[src/hw/rtl/lis_pkg.sv]
// ----------------------------------------------------------------------------
// lis_pkg
// Shared widths and constants for the loop interval statistics monitor.
// ----------------------------------------------------------------------------
package lis_pkg;

    // default timer width
    localparam int TIMER_WIDTH_DEF = 32;

    // statistic and register widths
    localparam int IV_W   = 32;
    localparam int CAP_W  = 10;
    localparam int N_W    = CAP_W + 1;
    // count*average + interval + n/2 stays below 2^43
    localparam int SUM_W  = IV_W + N_W;
    localparam int STEP_W = $clog2(SUM_W);

    localparam logic [CAP_W-1:0] CAP_RESET = CAP_W'(1000);
    localparam logic [IV_W-1:0]  IV_ONES   = '1;

    typedef logic [IV_W-1:0]  iv_t;
    typedef logic [CAP_W-1:0] cap_t;
    typedef logic [N_W-1:0]   n_t;
    typedef logic [SUM_W-1:0] sum_t;

endpackage

[src/hw/rtl/loop_interval_statistics.sv]
// ----------------------------------------------------------------------------
// loop_interval_statistics
// Interval, max, min and rounded running average of free-running timer reads.
// ----------------------------------------------------------------------------
// Each accepted word carries a timer reading. The block returns one word
// holding the interval since the previous reading (modulo the timer width,
// saturated to 32 bits), the largest and smallest intervals since reset, and
// the rounded running average whose weight is capped by the cap register.
// One item is handled at a time: accept, then bias, shift-add multiply and
// restoring divide on one shared 43-bit adder, then the result is held
// until taken. The next word is accepted only after the result has been
// taken. The cap register may be written only while the block is idle.
module loop_interval_statistics
    import lis_pkg::*;
#(
    parameter int TIMER_WIDTH = TIMER_WIDTH_DEF
)(
    input  logic                   clk,
    input  logic                   rst_n,
    // configuration
    input  logic                   cfg_wr_en,
    input  logic [CAP_W-1:0]       cfg_wr_data,
    // input channel
    input  logic                   in_valid,
    output logic                   in_stall,
    input  logic [TIMER_WIDTH-1:0] timer_now,
    // output channel
    output logic                   out_valid,
    input  logic                   out_stall,
    output logic [IV_W-1:0]        interval,
    output logic [IV_W-1:0]        interval_max,
    output logic [IV_W-1:0]        interval_min,
    output logic [IV_W-1:0]        interval_average
);

    localparam logic [2:0] ST_IDLE = 3'd0;
    localparam logic [2:0] ST_BIAS = 3'd1;
    localparam logic [2:0] ST_MUL  = 3'd2;
    localparam logic [2:0] ST_DIV  = 3'd3;
    localparam logic [2:0] ST_OUT  = 3'd4;

    localparam logic [STEP_W-1:0] MUL_LAST = STEP_W'(CAP_W - 1);
    localparam logic [STEP_W-1:0] DIV_LAST = STEP_W'(SUM_W - 1);

    logic [2:0]             state_reg, state_next;
    logic [STEP_W-1:0]      step_reg, step_next;
    cap_t                   cap_reg;
    logic [TIMER_WIDTH-1:0] prev_reg;
    cap_t                   count_reg;
    iv_t                    avg_reg, avg_next;
    iv_t                    max_reg, min_reg;
    iv_t                    iv_reg;
    n_t                     n_reg;
    cap_t                   mplier_reg, mplier_next;
    sum_t                   mcand_reg, mcand_next;
    sum_t                   acc_reg, acc_next;
    n_t                     rem_reg, rem_next;

    logic [TIMER_WIDTH-1:0] diff;
    iv_t                    iv_sat;
    logic                   accept;
    cap_t                   cap_eff;
    n_t                     n_new;
    cap_t                   count_new;

    // shared adder
    sum_t                   alu_a, alu_b;
    logic                   alu_sub;
    logic [SUM_W:0]         alu_res;
    logic                   alu_carry;

    assign accept    = in_valid && !in_stall;
    assign in_stall  = (state_reg != ST_IDLE);
    assign out_valid = (state_reg == ST_OUT);

    assign interval         = iv_reg;
    assign interval_max     = max_reg;
    assign interval_min     = min_reg;
    assign interval_average = avg_reg;

    // interval modulo timer width, saturated to 32 bits
    assign diff = timer_now - prev_reg;
    generate
        if (TIMER_WIDTH > IV_W) begin : g_sat
            assign iv_sat = (|diff[TIMER_WIDTH-1:IV_W]) ? IV_ONES : diff[IV_W-1:0];
        end
        else if (TIMER_WIDTH == IV_W) begin : g_eq
            assign iv_sat = diff;
        end
        else begin : g_ext
            assign iv_sat = {{(IV_W-TIMER_WIDTH){1'b0}}, diff};
        end
    endgenerate

    // count update with capped weight, a cap of zero acts as one
    assign cap_eff   = (cap_reg == '0) ? CAP_W'(1) : cap_reg;
    assign n_new     = {1'b0, count_reg} + N_W'(1);
    assign count_new = (n_new >= {1'b0, cap_eff}) ? (cap_eff - CAP_W'(1))
                                                  : n_new[CAP_W-1:0];

    // operand select for the shared adder
    always_comb
    begin
        alu_a   = '0;
        alu_b   = '0;
        alu_sub = 1'b0;
        unique case (state_reg)
            ST_BIAS:
            begin
                alu_a = SUM_W'(iv_reg);
                alu_b = SUM_W'(n_reg >> 1);
            end
            ST_MUL:
            begin
                alu_a = acc_reg;
                alu_b = mplier_reg[0] ? mcand_reg : '0;
            end
            ST_DIV:
            begin
                alu_a   = SUM_W'({rem_reg, acc_reg[SUM_W-1]});
                alu_b   = SUM_W'(n_reg);
                alu_sub = 1'b1;
            end
            default:
            begin
                alu_a   = '0;
                alu_b   = '0;
                alu_sub = 1'b0;
            end
        endcase
    end

    assign alu_res   = {1'b0, alu_a} + {1'b0, (alu_sub ? ~alu_b : alu_b)}
                     + (SUM_W+1)'(alu_sub);
    assign alu_carry = alu_res[SUM_W];

    // sequencer
    always_comb
    begin
        state_next  = state_reg;
        step_next   = step_reg;
        mplier_next = mplier_reg;
        mcand_next  = mcand_reg;
        acc_next    = acc_reg;
        rem_next    = rem_reg;
        avg_next    = avg_reg;
        unique case (state_reg)
            ST_IDLE:
            begin
                if (accept)
                begin
                    state_next  = ST_BIAS;
                    mplier_next = count_reg;
                    mcand_next  = SUM_W'(avg_reg);
                end
            end
            ST_BIAS:
            begin
                acc_next   = alu_res[SUM_W-1:0];
                step_next  = '0;
                state_next = ST_MUL;
            end
            ST_MUL:
            begin
                acc_next    = alu_res[SUM_W-1:0];
                mplier_next = mplier_reg >> 1;
                mcand_next  = mcand_reg << 1;
                step_next   = step_reg + STEP_W'(1);
                if (step_reg == MUL_LAST)
                begin
                    step_next  = '0;
                    rem_next   = '0;
                    state_next = ST_DIV;
                end
            end
            ST_DIV:
            begin
                acc_next  = {acc_reg[SUM_W-2:0], alu_carry};
                rem_next  = alu_carry ? alu_res[N_W-1:0]
                                      : {rem_reg[N_W-2:0], acc_reg[SUM_W-1]};
                step_next = step_reg + STEP_W'(1);
                if (step_reg == DIV_LAST)
                begin
                    avg_next   = acc_next[IV_W-1:0];
                    state_next = ST_OUT;
                end
            end
            ST_OUT:
            begin
                if (!out_stall)
                begin
                    state_next = ST_IDLE;
                end
            end
            default:
            begin
                state_next = ST_IDLE;
            end
        endcase
    end

    // control and statistic registers
    always_ff @(posedge clk or negedge rst_n)
    begin
        if (!rst_n)
        begin
            state_reg <= ST_IDLE;
            step_reg  <= '0;
            cap_reg   <= CAP_RESET;
            prev_reg  <= '0;
            count_reg <= '0;
            avg_reg   <= '0;
            max_reg   <= '0;
            min_reg   <= IV_ONES;
        end
        else
        begin
            state_reg <= state_next;
            step_reg  <= step_next;
            avg_reg   <= avg_next;
            if (cfg_wr_en)
            begin
                cap_reg <= cfg_wr_data;
            end
            if (accept)
            begin
                prev_reg  <= timer_now;
                count_reg <= count_new;
                if (iv_sat > max_reg)
                begin
                    max_reg <= iv_sat;
                end
                if (iv_sat < min_reg)
                begin
                    min_reg <= iv_sat;
                end
            end
        end
    end

    // datapath registers
    always_ff @(posedge clk)
    begin
        mplier_reg <= mplier_next;
        mcand_reg  <= mcand_next;
        acc_reg    <= acc_next;
        rem_reg    <= rem_next;
        if (accept)
        begin
            iv_reg <= iv_sat;
            n_reg  <= n_new;
        end
    end

endmodule
[config.mk]
export PLATFORM = sky130hd
export DESIGN_NAME = loop_interval_statistics
export DESIGN_NICKNAME = d
export VERILOG_FILES = /design/src/hw/rtl/lis_pkg.sv /design/src/hw/rtl/loop_interval_statistics.sv
export SDC_FILE = /design/constraint.sdc
export NUM_CORES = 1
export LEC_CHECK = 0
export ABC_AREA = 0
export BUFFER_PORTS_ARGS = -buffer_cell sky130_fd_sc_hd__buf_2
export CORE_ASPECT_RATIO = 0.8
export CORE_UTILIZATION = 24
export CTS_BUF_LIST = sky130_fd_sc_hd__clkbuf_4
export CTS_CLUSTER_DIAMETER = 40
export DETAILED_ROUTE_END_ITERATION = 6
export PLACE_DENSITY_LB_ADDON = 0.2
export SLEW_MARGIN = 5
export SYNTH_ARGS = -nofsm -noshare
export SYNTH_HDL_FRONTEND = slang
export SYNTH_SLANG_ARGS = --single-unit
export TNS_END_PERCENT = 10
[constraint.sdc]
create_clock -name clk -period 14.15 [get_ports clk]
set_clock_uncertainty 0.2 [all_clocks]
set_input_delay 0 -clock clk [delete_from_list [all_inputs] [get_ports clk]]
set_output_delay 0 -clock clk [all_outputs]
set_load 0.01 [all_outputs]
==> out/metrics.yaml <==
outcome: "finished, final reports clean"
hold_end: "interval[1]"
cts_tree: "built"
core_mm2: 0.0772
tns_ns: 0
cp_slowest_stage_delay_ns: 0.54
worstSetupStartpointType: "input port"
path_max_fanout: 32
max-clock-path-buffers: 3
synth.avg_cell_area_um2: 9.86
drtPass1Iterations: 5
wl_um: 58900
antenna_found_initial: 3
track_usage_pct: 15.0
cp_common_cell: "a211oi_1"
cp.required_ns: 14.69
wl_per_cell_um: 17.7
overflow: 0
synth_top_area_cell: "edfxtp_1"
p_total_mw: 5.48
finalNonFillerCells: 3329
yosysMostFrequentCell: "nand2_1"
synth_edf_count: 150
drcViolationCount: 0
dp_cells: 3039
antenna_left: 0
hold_violations: 0
max-slew-margin-rel_pct: 21.6
whs_path_depth: 3
die_area_mm2: 0.0793
synth_flop_cell: "edfxtp_1"
gp_congestion: 0.860
post-dp-hpwl_um: 42700
cts_buffers: 93
worst-path-buf-inv: 6
num_io_pins: 177
async_flop_share_pct: 51.1
setup_viol: 0
synthesis.area_mm2: 0.0188
maxSlewViolCount: 0
root_buffer: "clkbuf_4"
grt_pass1_wl_um: 91900
tightest_slew_ns: 1.17
via_per_inst: 4.56
area_growth_pct: 23.4
fin_util_pct: 30.0
vdd_drop_max_uv: 68.9
vias: 15189
synthTopCellsByCount: "269 x nand2_1, 162 x o21ai_0, 151 x ha_1, 150 x edfxtp_1, 141 x inv_1"
io_buffer_count: 176
cts.clk_slew.worst_paths_ns: 0.06
p_leak_nw: 10.4
yosysUniqueCellTypes: 76
layout_min_cycle_time_ns: 6.27
yosysSeqAreaShare_pct: 45.2
syn-instance-count: 1902
critPathTopFamily: "compound AO/OA/AOI/OAI gates"
first_iter_violations: 706
grt_pass1_vias: 15698
synthTopCellsByArea: "edfxtp_1 24%, dfrtp_1 16%, ha_1 10%"
syn-num-nets: 2102
drv_cap: 0
die_x_um: 315
htreeDepth: 3
cts_resized: 0
start_util_pct: 24.3
finalNetCount: 2424
clk_latency_ns: 0.83
crit_arrival_ns: 6.81
yosysWarnings: 0
ctsHoldBuffers: 113
grt_max_degree: 89
rsz0062_at_grt: "false"
clock-sinks: 307
slowest_stage: "dlygate4sd3_1"
path_class: "in -> reg"
postCtsSetupRepairBufs: 0
r2r_slack_ns: 7.98
worstRegToRegCells: 23
ys_seq_elements: 307
hold_start: "timer_now[1]"
yosysTopAreaCellShare_pct: 24.0
reg2reg_to: "interval_min[11]"
dieHeight_um: 252
hold_class: "in -> reg"
row_count: 91
p_per_area_mw_per_mm2: 237
r2r_start: "prev_reg[0]"
worstSetupEndpointType: "register"
fin_crit_sh_pct: 44.3
drive_gt1_share_pct: 23.0
fmax_ghz: 0.159
[metrics by stage]
| stage | hold slack, ns | worst slack [ns] | instance area (um^2) |
|---|---|---|---|
| global placement | 0.0111 | 7.72 | 20800 |
| CTS | 0.00557 | 7.64 | 23100 |
| detailed placement | 0.0156 | 7.71 | 20800 |
| floorplan | -0.496 | 8.78 | 18800 |
| finish | 0.101 | 7.88 | 23100 |
| global route | 0.0559 | 7.39 | 23100 |
[power by group]
| group | switching (mW) | internal [mW] | leakage [nW] |
|---|---|---|---|
| logic | 1.81 | 1.22 | 6.25 |
| registers | 0.193 | 1.36 | 3.38 |
| clock network | 0.416 | 0.475 | 0.741 |
| total | 2.42 | 3.06 | 10.4 |
[tightest hold or removal path, cell delays in order]
cell and delay, ns:
dlygate4sd3_1 0.53, buf_2 0.14, fa_1 0.29
[per-layer routing]
metal  track usage, %  wire [um]  up-vias  share of wire, %
met4             4.19       1130        0               1.9
met1             20.6      28800     7331                49
met3             3.65       3030       72               5.1
met5                0          0        -                 0
met2             23.2      26000      298                44
li1                 -          -     7488                 -
[logic make-up (layout without fill, tap and decap cells)]
family | Yosys count | in the layout | synth area share (%)
compound gates | 489 | 489 | 16.5
xor+xnor | 84 | 84 | 3.92
fa+ha+maj | 153 | 153 | 10.3
buf+inv | 222 | 623 | 4.60
flops | 307 | 307 | 45.2
mux | 119 | 119 | 7.07
other cells | 0 | 3 | 0
simple gates | 528 | 528 | 12.4
[worst max path at each step]
stage                             to  depth (start not counted)          from
detailed placement   interval_min[0]                         22   prev_reg[0]
floorplan                 rem_reg[0]                         21  state_reg[0]
global route         interval_min[4]                         26  timer_now[0]
CTS                 interval_min[11]                         22   prev_reg[0]
global placement     interval_min[0]                         23   prev_reg[0]
finish              interval_min[11]                         27  timer_now[0]
[cell type report]
type / instances / area, um^2
Inverter: 142 / 536
Clock inverter: 25 / 103
Fill cell: 8255 / 54100
Sequential cell: 307 / 8480
Multi-Input combinational cell: 1373 / 9450
Antenna cell: 3 / 7.51
Clock buffer: 149 / 1120
Timing Repair Buffer: 307 / 2170
Tap cell: 1023 / 1280
[layout by cell type, fill, tap and decap left out, drive strengths merged, types with 107 or more instances in the layout]
cell | netlist | routed
nor2 | 108 | 108
buf | 17 | 195
a21oi | 119 | 119
o21ai | 169 | 169
ha | 151 | 151
dfrtp | 119 | 119
mux2 | 107 | 107
edfxtp | 150 | 150
dlygate4sd3 | 0 | 112
clkbuf | 63 | 149
nand2 | 269 | 269
inv | 141 | 145
Note: power is estimated with default switching activity, not from simulation.
